===== config.mk =====
export PLATFORM = sky130hd
export DESIGN_NAME = hsv_rgb_led_dimmer_core
export DESIGN_NICKNAME = d
export VERILOG_FILES = /design/src/rtl/hrd_pkg.sv /design/src/rtl/hsv_rgb_led_dimmer_core.sv /design/src/rtl/hrd_hue_split.sv /design/src/rtl/hrd_muldiv.sv
export VERILOG_INCLUDE_DIRS = /design/src /design/src/rtl
export SDC_FILE = /design/constraint.sdc
export NUM_CORES = 1
export LEC_CHECK = 0
export ABC_CLOCK_PERIOD_IN_PS = 4100
export BUFFER_PORTS_ARGS = -buffer_cell sky130_fd_sc_hd__buf_2
export CELL_PAD_IN_SITES_DETAIL_PLACEMENT = 0
export CELL_PAD_IN_SITES_GLOBAL_PLACEMENT = 1
export CORE_ASPECT_RATIO = 1.25
export CORE_UTILIZATION = 48
export DETAILED_ROUTE_END_ITERATION = 6
export GPL_TIMING_DRIVEN = 1
export PLACE_DENSITY_LB_ADDON = 0.2
export SETUP_SLACK_MARGIN = 0.4
export SLEW_MARGIN = 10
export SYNTH_ARGS = -nofsm -noshare
export SYNTH_HDL_FRONTEND = slang
export SYNTH_SLANG_ARGS = --single-unit

===== constraint.sdc =====
create_clock -name i_clk -period 4.1 [get_ports i_clk]
set_input_delay 0.615 -clock i_clk [delete_from_list [all_inputs] [get_ports i_clk]]
set_output_delay 0.615 -clock i_clk [all_outputs]
set_load 0.01 [all_outputs]

===== src/rtl/assert_macros.svh =====
// Assertion helpers shared by the RTL; they compile away for synthesis.
`ifndef ASSERT_MACROS_SVH
`define ASSERT_MACROS_SVH

`ifndef SYNTHESIS

// Same-cycle implication, checked on every rising clock edge out of reset.
`define ASSERT_IMP(lbl, clk, rstn, ante, cons, msg) \
    lbl: assert property (@(posedge clk) disable iff (!(rstn)) (ante) |-> (cons)) \
        else $error(msg);

// Next-cycle implication.
`define ASSERT_NXT(lbl, clk, rstn, ante, cons, msg) \
    lbl: assert property (@(posedge clk) disable iff (!(rstn)) (ante) |=> (cons)) \
        else $error(msg);

`else

`define ASSERT_IMP(lbl, clk, rstn, ante, cons, msg)
`define ASSERT_NXT(lbl, clk, rstn, ante, cons, msg)

`endif

`endif


===== src/rtl/hrd_pkg.sv =====
`timescale 1ns / 1ps

package hrd_pkg;

    // Field widths
    localparam int unsigned CHAN_W  = 8;
    localparam int unsigned COLOR_W = 24;
    localparam int unsigned HUE_W   = 10;
    localparam int unsigned OPND_W  = 14;   // wide multiplicand, holds 15300
    localparam int unsigned ACC_W   = 22;   // 255 * 15300 fits
    localparam int unsigned STEP_W  = 3;    // 8 steps per phase

    // HSV constants
    localparam logic [8:0]        HUE_MAX    = 9'd359;
    localparam logic [OPND_W-1:0] HUE_SPAN   = 14'd15300;
    localparam logic [7:0]        CHAN_FULL  = 8'hFF;

    // Divisors pre-shifted for an 8-bit quotient
    localparam logic [ACC_W-1:0] DVS_255  = 22'(255 << 7);
    localparam logic [ACC_W-1:0] DVS_SPAN = 22'(15300 << 7);

    // Input commands
    typedef enum logic [1:0] {
        CMD_SET_RGB = 2'd0,
        CMD_SET_HSV = 2'd1,
        CMD_REFRESH = 2'd2,
        CMD_SPARE   = 2'd3
    } t_cmd;

    // Configuration register indexes
    localparam logic [0:0] REG_BRIGHTNESS   = 1'b0;
    localparam logic [0:0] REG_COMMON_ANODE = 1'b1;

    // Multiply/divide unit modes
    typedef enum logic [1:0] {
        MD_MUL_ONLY = 2'd0,
        MD_DIV_255  = 2'd1,
        MD_DIV_SPAN = 2'd2
    } t_md_mode;

    typedef enum logic [1:0] {
        MDS_IDLE = 2'd0,
        MDS_MUL  = 2'd1,
        MDS_DIV  = 2'd2
    } t_md_state;

    typedef struct packed {
        logic     start;
        t_md_mode mode;
    } t_md_req;

    typedef struct packed {
        logic done;
        logic busy;
    } t_md_rsp;

    // Top level sequencer
    typedef enum logic [3:0] {
        S_IDLE = 4'd0,
        S_PROD = 4'd1,
        S_MIN  = 4'd2,
        S_I1   = 4'd3,
        S_I2   = 4'd4,
        S_RED  = 4'd5,
        S_GRN  = 4'd6,
        S_BLU  = 4'd7,
        S_OUT  = 4'd8
    } t_state;

endpackage


===== src/rtl/hsv_rgb_led_dimmer_core.sv =====
`timescale 1ns / 1ps

// RGB LED dimmer core. Each item either loads a packed RGB colour, converts
// hue/saturation/value to RGB and stores it, or (refresh and spare codes)
// refreshes the duties from the stored colour; every item returns one result
// with the three PWM duties (scaled by brightness/255, inverted when
// common_anode is set) and the stored colour. All products and divides go
// through one bit-serial multiply/divide unit: a load, the multiply steps, the
// divide steps and the hand-back of the quotient for each scaled operation,
// with no divide steps for the bare s*t product. An HSV item runs one product
// s*t, then min, i1 and i2, then the three channel scalings; an RGB, refresh
// or spare item runs only the three channel scalings. The block is ready for
// the next item in the same cycle as a result is presented. One item is in
// work at a time; a finished result waits in the output register while the
// next item is taken, and the next result holds the input off until the
// waiting one has been taken.
`include "assert_macros.svh"

module hsv_rgb_led_dimmer_core (
    input  logic        i_clk,
    input  logic        i_rst_n,
    // configuration
    input  logic        i_cfg_we,
    input  logic [0:0]  i_cfg_addr,
    input  logic [7:0]  i_cfg_data,
    // input items
    input  logic        s_axis_tvalid,
    output logic        s_axis_tready,
    // packed_rgb[23:0], hue[33:24], saturation[41:34], value_level[49:42], zero pad
    input  logic [55:0] s_axis_tdata,
    // command[1:0]
    input  logic [1:0]  s_axis_tuser,
    // result items
    output logic        m_axis_tvalid,
    input  logic        m_axis_tready,
    // red_duty[7:0], green_duty[15:8], blue_duty[23:16], current_colour[47:24]
    output logic [47:0] m_axis_tdata
);

    localparam int unsigned CW = hrd_pkg::CHAN_W;

    hrd_pkg::t_state  r_state, n_state;
    logic             r_go, n_go;
    logic             r_ovalid, n_ovalid;
    logic [CW-1:0]    r_bright;
    logic             r_ca;
    logic [hrd_pkg::COLOR_W-1:0] r_colour, n_colour;
    logic [47:0]      r_odata, n_odata;

    // per-item working registers
    hrd_pkg::t_cmd    r_cmd;
    logic [CW-1:0]    r_sat, r_val;
    logic [2:0]       r_sector;
    logic [5:0]       r_rem;
    logic [hrd_pkg::OPND_W-1:0] r_st, n_st;
    logic [CW-1:0]    r_mn, n_mn;
    logic [CW-1:0]    r_i1, n_i1;
    logic [CW-1:0]    r_red, n_red;
    logic [CW-1:0]    r_grn, n_grn;
    logic [CW-1:0]    r_blu, n_blu;

    logic             accept;
    logic             out_free;
    logic [2:0]       hue_sector;
    logic [5:0]       hue_rem;
    hrd_pkg::t_md_req md_req;
    hrd_pkg::t_md_rsp md_rsp;
    logic [CW-1:0]    md_a;
    logic [hrd_pkg::OPND_W-1:0] md_b;
    logic [CW-1:0]    md_quot;
    logic [hrd_pkg::ACC_W-1:0]  md_prod;
    logic [15:0]      i2_arg;
    logic [CW-1:0]    inv_mask;

    assign s_axis_tready = (r_state == hrd_pkg::S_IDLE);
    assign accept        = s_axis_tvalid && s_axis_tready;
    assign out_free      = !r_ovalid || m_axis_tready;
    assign inv_mask      = {CW{r_ca}};
    assign m_axis_tvalid = r_ovalid;
    assign m_axis_tdata  = r_odata;

    hrd_hue_split u_hue (
        .i_hue    (s_axis_tdata[33:24]),
        .o_sector (hue_sector),
        .o_rem    (hue_rem)
    );

    hrd_muldiv u_md (
        .i_clk   (i_clk),
        .i_rst_n (i_rst_n),
        .i_req   (md_req),
        .i_a     (md_a),
        .i_b     (md_b),
        .o_rsp   (md_rsp),
        .o_quot  (md_quot),
        .o_prod  (md_prod)
    );

    // 15300 - s*(60-t) = 15300 - 60*s + s*t
    assign i2_arg = 16'(hrd_pkg::HUE_SPAN) - {2'b00, r_sat, 6'b0}
                  + {6'b0, r_sat, 2'b0} + {2'b00, r_st};

    // operand select for the shared unit
    always_comb begin
        md_req.start = r_go;
        md_req.mode  = hrd_pkg::MD_DIV_255;
        md_a         = r_val;
        md_b         = '0;
        unique case (r_state)
            hrd_pkg::S_PROD: begin
                md_req.mode = hrd_pkg::MD_MUL_ONLY;
                md_a        = r_sat;
                md_b        = hrd_pkg::OPND_W'(r_rem);
            end
            hrd_pkg::S_MIN: begin
                md_b = hrd_pkg::OPND_W'(hrd_pkg::CHAN_FULL - r_sat);
            end
            hrd_pkg::S_I1: begin
                md_req.mode = hrd_pkg::MD_DIV_SPAN;
                md_b        = hrd_pkg::HUE_SPAN - r_st;
            end
            hrd_pkg::S_I2: begin
                md_req.mode = hrd_pkg::MD_DIV_SPAN;
                md_b        = i2_arg[hrd_pkg::OPND_W-1:0];
            end
            hrd_pkg::S_RED: begin
                md_a = r_colour[23:16];
                md_b = hrd_pkg::OPND_W'(r_bright);
            end
            hrd_pkg::S_GRN: begin
                md_a = r_colour[15:8];
                md_b = hrd_pkg::OPND_W'(r_bright);
            end
            hrd_pkg::S_BLU: begin
                md_a = r_colour[7:0];
                md_b = hrd_pkg::OPND_W'(r_bright);
            end
            default: ;
        endcase
    end

    // next state
    always_comb begin
        n_state = r_state;
        unique case (r_state)
            hrd_pkg::S_IDLE: begin
                if (accept) begin
                    n_state = (hrd_pkg::t_cmd'(s_axis_tuser) == hrd_pkg::CMD_SET_HSV) ?
                              hrd_pkg::S_PROD : hrd_pkg::S_RED;
                end
            end
            hrd_pkg::S_PROD: if (md_rsp.done) n_state = hrd_pkg::S_MIN;
            hrd_pkg::S_MIN:  if (md_rsp.done) n_state = hrd_pkg::S_I1;
            hrd_pkg::S_I1:   if (md_rsp.done) n_state = hrd_pkg::S_I2;
            hrd_pkg::S_I2:   if (md_rsp.done) n_state = hrd_pkg::S_RED;
            hrd_pkg::S_RED:  if (md_rsp.done) n_state = hrd_pkg::S_GRN;
            hrd_pkg::S_GRN:  if (md_rsp.done) n_state = hrd_pkg::S_BLU;
            hrd_pkg::S_BLU:  if (md_rsp.done) n_state = hrd_pkg::S_OUT;
            hrd_pkg::S_OUT:  if (out_free)    n_state = hrd_pkg::S_IDLE;
            default: n_state = hrd_pkg::S_IDLE;
        endcase
    end

    // kick the unit on entry to each compute state
    assign n_go = (n_state != r_state) && (n_state != hrd_pkg::S_IDLE)
               && (n_state != hrd_pkg::S_OUT);

    // outputs and working registers
    always_comb begin
        n_colour = r_colour;
        n_st     = r_st;
        n_mn     = r_mn;
        n_i1     = r_i1;
        n_red    = r_red;
        n_grn    = r_grn;
        n_blu    = r_blu;
        n_odata  = r_odata;
        n_ovalid = r_ovalid && !m_axis_tready;
        unique case (r_state)
            hrd_pkg::S_IDLE: begin
                if (accept &&
                    (hrd_pkg::t_cmd'(s_axis_tuser) == hrd_pkg::CMD_SET_RGB)) begin
                    n_colour = s_axis_tdata[23:0];
                end
            end
            hrd_pkg::S_PROD: if (md_rsp.done) n_st = md_prod[hrd_pkg::OPND_W-1:0];
            hrd_pkg::S_MIN:  if (md_rsp.done) n_mn = md_quot;
            hrd_pkg::S_I1:   if (md_rsp.done) n_i1 = md_quot;
            hrd_pkg::S_I2: begin
                if (md_rsp.done) begin
                    // quotient here is i2
                    case (r_sector)
                        3'd0:    n_colour = {r_val,   md_quot, r_mn};
                        3'd1:    n_colour = {r_i1,    r_val,   r_mn};
                        3'd2:    n_colour = {r_mn,    r_val,   md_quot};
                        3'd3:    n_colour = {r_mn,    r_i1,    r_val};
                        3'd4:    n_colour = {md_quot, r_mn,    r_val};
                        default: n_colour = {r_val,   r_mn,    r_i1};
                    endcase
                end
            end
            hrd_pkg::S_RED: if (md_rsp.done) n_red = md_quot ^ inv_mask;
            hrd_pkg::S_GRN: if (md_rsp.done) n_grn = md_quot ^ inv_mask;
            hrd_pkg::S_BLU: if (md_rsp.done) n_blu = md_quot ^ inv_mask;
            hrd_pkg::S_OUT: begin
                if (out_free) begin
                    n_odata  = {r_colour, r_blu, r_grn, r_red};
                    n_ovalid = 1'b1;
                end
            end
            default: ;
        endcase
    end

    // control, configuration and stored colour
    always_ff @(posedge i_clk) begin
        if (!i_rst_n) begin
            r_state  <= hrd_pkg::S_IDLE;
            r_go     <= 1'b0;
            r_ovalid <= 1'b0;
            r_bright <= hrd_pkg::CHAN_FULL;
            r_ca     <= 1'b0;
            r_colour <= '0;
        end else begin
            r_state  <= n_state;
            r_go     <= n_go;
            r_ovalid <= n_ovalid;
            r_colour <= n_colour;
            if (i_cfg_we) begin
                if (i_cfg_addr == hrd_pkg::REG_BRIGHTNESS) begin
                    r_bright <= i_cfg_data;
                end else if (i_cfg_addr == hrd_pkg::REG_COMMON_ANODE) begin
                    r_ca <= i_cfg_data[0];
                end
            end
        end
    end

    // payload
    always_ff @(posedge i_clk) begin
        if (accept) begin
            r_cmd    <= hrd_pkg::t_cmd'(s_axis_tuser);
            r_sat    <= s_axis_tdata[41:34];
            r_val    <= s_axis_tdata[49:42];
            r_sector <= hue_sector;
            r_rem    <= hue_rem;
        end
        r_st    <= n_st;
        r_mn    <= n_mn;
        r_i1    <= n_i1;
        r_red   <= n_red;
        r_grn   <= n_grn;
        r_blu   <= n_blu;
        r_odata <= n_odata;
    end

    // checks
    `ASSERT_NXT(a_one_item, i_clk, i_rst_n, accept, !s_axis_tready,
                "second item taken while busy")
    `ASSERT_IMP(a_done_in_work, i_clk, i_rst_n, md_rsp.done,
                (r_state != hrd_pkg::S_IDLE) && (r_state != hrd_pkg::S_OUT),
                "unit result with no step waiting")
    `ASSERT_IMP(a_go_idle_unit, i_clk, i_rst_n, r_go, !md_rsp.busy,
                "unit started while busy")
    `ASSERT_IMP(a_full_scale, i_clk, i_rst_n,
                m_axis_tvalid && !r_ca && (r_bright == hrd_pkg::CHAN_FULL),
                m_axis_tdata[7:0] == m_axis_tdata[47:40],
                "full-scale red duty differs from colour")
    `ASSERT_IMP(a_hsv_cmd_path, i_clk, i_rst_n, (r_state == hrd_pkg::S_PROD),
                (r_cmd == hrd_pkg::CMD_SET_HSV), "HSV step for a non-HSV item")

endmodule


===== src/rtl/hrd_hue_split.sv =====
`timescale 1ns / 1ps

// Clamp hue to 0..359 and split it into a 60-degree sector and remainder.
module hrd_hue_split (
    input  logic signed [hrd_pkg::HUE_W-1:0] i_hue,
    output logic        [2:0]                o_sector,
    output logic        [5:0]                o_rem
);

    logic [8:0] hu;
    logic [8:0] base;
    logic [8:0] diff;

    always_comb begin
        // clamp
        if (i_hue[hrd_pkg::HUE_W-1]) begin
            hu = 9'd0;
        end else if (i_hue[8:0] > hrd_pkg::HUE_MAX) begin
            hu = hrd_pkg::HUE_MAX;
        end else begin
            hu = i_hue[8:0];
        end

        // sector by threshold compare
        if (hu >= 9'd300) begin
            o_sector = 3'd5;
            base     = 9'd300;
        end else if (hu >= 9'd240) begin
            o_sector = 3'd4;
            base     = 9'd240;
        end else if (hu >= 9'd180) begin
            o_sector = 3'd3;
            base     = 9'd180;
        end else if (hu >= 9'd120) begin
            o_sector = 3'd2;
            base     = 9'd120;
        end else if (hu >= 9'd60) begin
            o_sector = 3'd1;
            base     = 9'd60;
        end else begin
            o_sector = 3'd0;
            base     = 9'd0;
        end

        diff  = hu - base;
        o_rem = diff[5:0];
    end

endmodule


===== src/rtl/hrd_muldiv.sv =====
`timescale 1ns / 1ps

// Bit-serial floor(a*b/d): 8 shift-add steps, then 8 restoring-divide
// steps giving one quotient bit each. In MD_MUL_ONLY the product is the result.
module hrd_muldiv (
    input  logic                              i_clk,
    input  logic                              i_rst_n,
    input  hrd_pkg::t_md_req                  i_req,
    input  logic [hrd_pkg::CHAN_W-1:0]        i_a,
    input  logic [hrd_pkg::OPND_W-1:0]        i_b,
    output hrd_pkg::t_md_rsp                  o_rsp,
    output logic [hrd_pkg::CHAN_W-1:0]        o_quot,
    output logic [hrd_pkg::ACC_W-1:0]         o_prod
);

    hrd_pkg::t_md_state r_state, n_state;
    hrd_pkg::t_md_mode  r_mode, n_mode;
    logic [hrd_pkg::STEP_W-1:0] r_cnt, n_cnt;
    logic                       r_done, n_done;
    logic [hrd_pkg::CHAN_W-1:0] r_mier, n_mier;
    logic [hrd_pkg::ACC_W-1:0]  r_mcand, n_mcand;
    logic [hrd_pkg::ACC_W-1:0]  r_acc, n_acc;
    logic [hrd_pkg::ACC_W-1:0]  r_dvs, n_dvs;
    logic [hrd_pkg::CHAN_W-1:0] r_quo, n_quo;
    logic                       last_step;

    assign last_step = (r_cnt == '0);

    // next state
    always_comb begin
        n_state = r_state;
        unique case (r_state)
            hrd_pkg::MDS_IDLE: begin
                if (i_req.start) begin
                    n_state = hrd_pkg::MDS_MUL;
                end
            end
            hrd_pkg::MDS_MUL: begin
                if (last_step) begin
                    n_state = (r_mode == hrd_pkg::MD_MUL_ONLY) ?
                              hrd_pkg::MDS_IDLE : hrd_pkg::MDS_DIV;
                end
            end
            hrd_pkg::MDS_DIV: begin
                if (last_step) begin
                    n_state = hrd_pkg::MDS_IDLE;
                end
            end
            default: n_state = hrd_pkg::MDS_IDLE;
        endcase
    end

    // datapath and outputs
    always_comb begin
        n_mode  = r_mode;
        n_cnt   = r_cnt;
        n_done  = 1'b0;
        n_mier  = r_mier;
        n_mcand = r_mcand;
        n_acc   = r_acc;
        n_dvs   = r_dvs;
        n_quo   = r_quo;
        unique case (r_state)
            hrd_pkg::MDS_IDLE: begin
                if (i_req.start) begin
                    n_mode  = i_req.mode;
                    n_cnt   = '1;
                    n_mier  = i_a;
                    n_mcand = hrd_pkg::ACC_W'(i_b);
                    n_acc   = '0;
                    n_dvs   = (i_req.mode == hrd_pkg::MD_DIV_SPAN) ?
                              hrd_pkg::DVS_SPAN : hrd_pkg::DVS_255;
                end
            end
            hrd_pkg::MDS_MUL: begin
                // one multiplier bit per cycle
                if (r_mier[0]) begin
                    n_acc = r_acc + r_mcand;
                end
                n_mier  = r_mier >> 1;
                n_mcand = r_mcand << 1;
                n_cnt   = r_cnt - 1'b1;
                if (last_step && (r_mode == hrd_pkg::MD_MUL_ONLY)) begin
                    n_done = 1'b1;
                end
            end
            hrd_pkg::MDS_DIV: begin
                // one quotient bit per cycle
                if (r_acc >= r_dvs) begin
                    n_acc = r_acc - r_dvs;
                    n_quo = {r_quo[hrd_pkg::CHAN_W-2:0], 1'b1};
                end else begin
                    n_quo = {r_quo[hrd_pkg::CHAN_W-2:0], 1'b0};
                end
                n_dvs = r_dvs >> 1;
                n_cnt = r_cnt - 1'b1;
                if (last_step) begin
                    n_done = 1'b1;
                end
            end
            default: ;
        endcase
    end

    always_ff @(posedge i_clk) begin
        if (!i_rst_n) begin
            r_state <= hrd_pkg::MDS_IDLE;
            r_done  <= 1'b0;
        end else begin
            r_state <= n_state;
            r_done  <= n_done;
        end
    end

    always_ff @(posedge i_clk) begin
        r_mode  <= n_mode;
        r_cnt   <= n_cnt;
        r_mier  <= n_mier;
        r_mcand <= n_mcand;
        r_acc   <= n_acc;
        r_dvs   <= n_dvs;
        r_quo   <= n_quo;
    end

    assign o_rsp.done = r_done;
    assign o_rsp.busy = (r_state != hrd_pkg::MDS_IDLE);
    assign o_quot     = r_quo;
    assign o_prod     = r_acc;

endmodule


==> summary.md <==
| Metric | Value |
|---|---|
| Status | `finished with violations` |
| Failing checks | `DRC` |
| Period minus WS final | `3.414 ns` |
| Ys Warns | `0` |
| Synth area leaders | `edfxtp_1, ha_1, dfxtp_1, a21oi_1, nand2_1` |
| TNS Setup | `0 ns` |
| Synth async-reset ratio | `0%` |
| Post-Synthesis Cells | `1,261` |
| Endpoints failing setup | `0` |
| Fraction of layout cells with a size suffix above 1 | `15.15%` |
| Critical R2R Launch | `u_md.o_prod[0]$_DFFE_PP_` |
| Initial antenna violation count | `0` |
| Core area | `28,400 um^2` |
| Final ANT Viol Nets | `0` |
| Setup CP Type | `reg2reg` |
| Port Buf Inserts | `115` |
| Final WL | `34.93 mm` |
| IR Drop Worst-Case VDD | `369.0 uV` |
| Postcts setup bufs | `0` |
| Maximum root-to-sink buffer count | `3` |
| Synth unique cells | `71` |
| ANT cells | `0` |
| GR Overflow Total | `0` |
| Drt first-iter violations | `660` |
| Multiplexer area fraction after synthesis | `1.602%` |
| Largest net degree at the start of global routing | `49` |
| Critical Path End Type | `flop` |
| Die W | `153.8 um` |
| Clk sinks | `255` |
| Hold crit path type | `in2reg` |
| Sequential element share of the synthesized area | `52.34%` |
| Max-slew violations | `0` |
| P&R area growth vs syn | `13.90%` |
| CTS H-Tree Depth | `1` |
| Worst EP required | `4.37 ns` |
| Starting Density | `48.68%` |
| Min-Delay Endpoint | `r_val[1]$_DFFE_PP_` |
| EDFF count, synth | `213` |
| Synth Flop Type | `edfxtp_1` |
| F_max | `0.2929 GHz` |
| Routed via count | `10,179` |
| Critical Path Source Type | `flop` |
| Worst Path Arrival | `3.69 ns` |
| DIE AREA | `29,490 um^2` |
| Flop-to-flop setup slack | `0.69 ns` |
| Vias per Instance | `5.823` |
| Syn Area/Cell | `10.97 um^2` |
| FF+latch count, synth | `255` |
| Post-Synth Adder-Cell Area | `8.361%` |
| Period utilization | `83.27%` |
| Largest area contributor in the synthesized netlist | `edfxtp_1` |
| Vias in the first global route | `10,072` |
| Clk root buf | `clkbuf_16` |
| Post-synthesis simple-gate area fraction | `11.20%` |
| Cell depth of the worst flop-to-flop path | `13` |
| Least-Margin Pin Slew | `1.131 ns` |
| Syn Nets | `1,420` |
| Post-synthesis compound-gate area fraction | `18.17%` |
| Post-Syn Area | `13,830 um^2` |
| Hold buffers post-CTS | `0` |
| Die height | `191.8 um` |
| Post-Synth XOR/XNOR Area | `4.497%` |
| # Max-Cap Violations | `0` |
| Global-route wire length before repair | `55.14 mm` |
| CTS Buf Count | `27` |
| DRC | `2` |
| Hpwl dp | `25.61 mm` |
| Gpl congestion | `0.8739` |
| Largest family of logic cells by synthesized area | `compound AO/OA/AOI/OAI gates` |
| Post-CTS Resized | `0` |
| Rel. slew slack | `24.00%` |
| Clk Latency, worst-skew pair | `0.56 ns` |
| Critical register-to-register path endpoint | `u_md.o_prod[12]$_DFFE_PP_` |
| Final Skew | `0.01786 ns` |
| Wire per inst | `19.98 um` |
| GRT Total Usage | `24.14%` |
| Hold Path Stages | `1` |
| Maximum fanout along the worst path | `22` |
| Synth top area share | `46.26%` |
| Hold Vio Cnt, Final | `0` |
| CP Launch Point | `u_md.o_prod[0]$_DFFE_PP_` |
| CTS tree | `done` |
| Hold Path Origin | `s_axis_tdata[43]` |
| Initial DRT Pass Iterations | `7` |
| Row count | `69` |
| PwrDens | `434.1 nW/um^2` |
| Clk pin slew, worst setup/hold paths | `0.06 ns` |
| I/O pins | `122` |
| Pleak | `6.293 nW` |
| RSZ-0062 raised after global routing | `false` |
| Nets@finish | `1,531` |
| Post-layout util | `55.45%` |
==> sequential cells by signal (all words and copies together), names as in the netlist, 14 cells and up <==
register,count
r_colour,24
u_md.o_prod,22
u_md.r_mcand,22
m_axis_tdata,48
u_md.r_dvs,21
r_st,14
==> critical path: stages (launching register included) <==
cell and delay (ns):
edfxtp_1 0.41, inv_1 0.08, ha_1 0.16, inv_1 0.05, fa_1 0.39, a21o_1 0.17
a21oi_1 0.27, o211ai_1 0.26, a31oi_1 0.44, o21ai_1 0.16, a31o_2 0.29, nand2_1 0.10
a31oi_2 0.09, buf_4 0.26
==> synthesized netlist by cell type (17+ instances only) <==
cell type and instances:
xor2_1 35, a22oi_1 17, nand2_1 110, inv_1 84
nand3_1 21, dfxtp_1 42, nor2b_1 28, a21oi_1 85
xnor2_1 36, clkbuf_1 40, ha_1 78, nor2_1 92
edfxtp_1 213, nor3_1 24, a21o_1 19, o211a_1 19
and2_1 18, o22ai_1 37, o21ai_0 52
==> stage by stage <==
step	hold WS [ns]	area (um^2)	instances	power, mW	worst slack (ns)
after floorplan	0.4003	13830	1261	3.958	0.4272
after global placement	0.4027	14810	1698	4.304	0.6910
after detailed placement	0.4045	14810	1698	4.315	0.6674
after CTS	0.2072	15750	1748	6.900	0.6447
after global routing	0.2167	15750	1748	7.140	0.4483
final	0.2396	15750	1748	6.837	0.6859
==> power by group <==
| group | switching [mW] | internal, mW | total, mW |
|---|---|---|---|
| combinational | 0.722 | 0.496 | 1.22 |
| clock | 1.02 | 1.55 | 2.57 |
| sequential | 0.104 | 2.94 | 3.05 |
==> area by class of cell <==
class,instances,area [um^2]
Inverter,86,322.8
Fill cell,2475,12650
Tap cell,355,444.2
Timing Repair Buffer,134,718.2
Sequential cell,255,7237
Clock buffer,33,708.2
Clock inverter,17,227.7
Multi-Input combinational cell,868,6091
==> routing by layer <==
layer | track usage, % | wire (um) | part of all wire [%]
met1 | 29.45 | 14430 | 41
met2 | 42.73 | 17250 | 49
met3 | 2.708 | 1721 | 4.9
met4 | 11.38 | 1525 | 4.4
met5 | 0 | 0 | 0
==> kinds of logic after synthesis <==
kind of cell,count (synthesis)
fa+ha+maj,87
flops,255
mux,21
xor+xnor,71
buf+inv,138
compound gates,355
simple gates,334
==> worst max path at each step <==
| stage | to | slack [ns] | depth (start not counted) |
|---|---|---|---|
| after floorplan | u_md.o_prod[0]$_DFFE_PP_ | 0.43 | 12 |
| after global placement | u_md.o_prod[13]$_DFFE_PP_ | 0.69 | 13 |
| after detailed placement | u_md.o_prod[13]$_DFFE_PP_ | 0.67 | 13 |
| after CTS | u_md.o_prod[12]$_DFFE_PP_ | 0.64 | 13 |
| after global routing | u_md.o_prod[9]$_DFFE_PP_ | 0.45 | 13 |
| final | u_md.o_prod[12]$_DFFE_PP_ | 0.69 | 13 |
==> cell usage in the layout, fill, tap and decap left out, types with 6 or more instances in the layout <==
master	instances
a2111oi_0	8
a211oi_1	12
a21o_1	19
a21oi_1	85
a221oi_1	13
a222oi_1	7
a22o_1	9
a22oi_1	17
and2_1	18
and3_1	7
buf_2	115
buf_4	19
clkbuf_16	27
clkinv_1	6
dfxtp_1	42
edfxtp_1	213
fa_1	9
ha_1	78
inv_1	84
mux2_2	9
mux2i_1	12
nand2_1	110
nand2b_1	8
nand3_1	21
nor2_1	91
nor2b_1	28
nor3_1	24
o211a_1	19
o21a_1	6
o21ai_0	50
o221ai_1	8
o22ai_1	37
o311ai_0	9
or2_2	6
xnor2_1	36
xor2_1	35
Power figures use the tool's default switching activity.
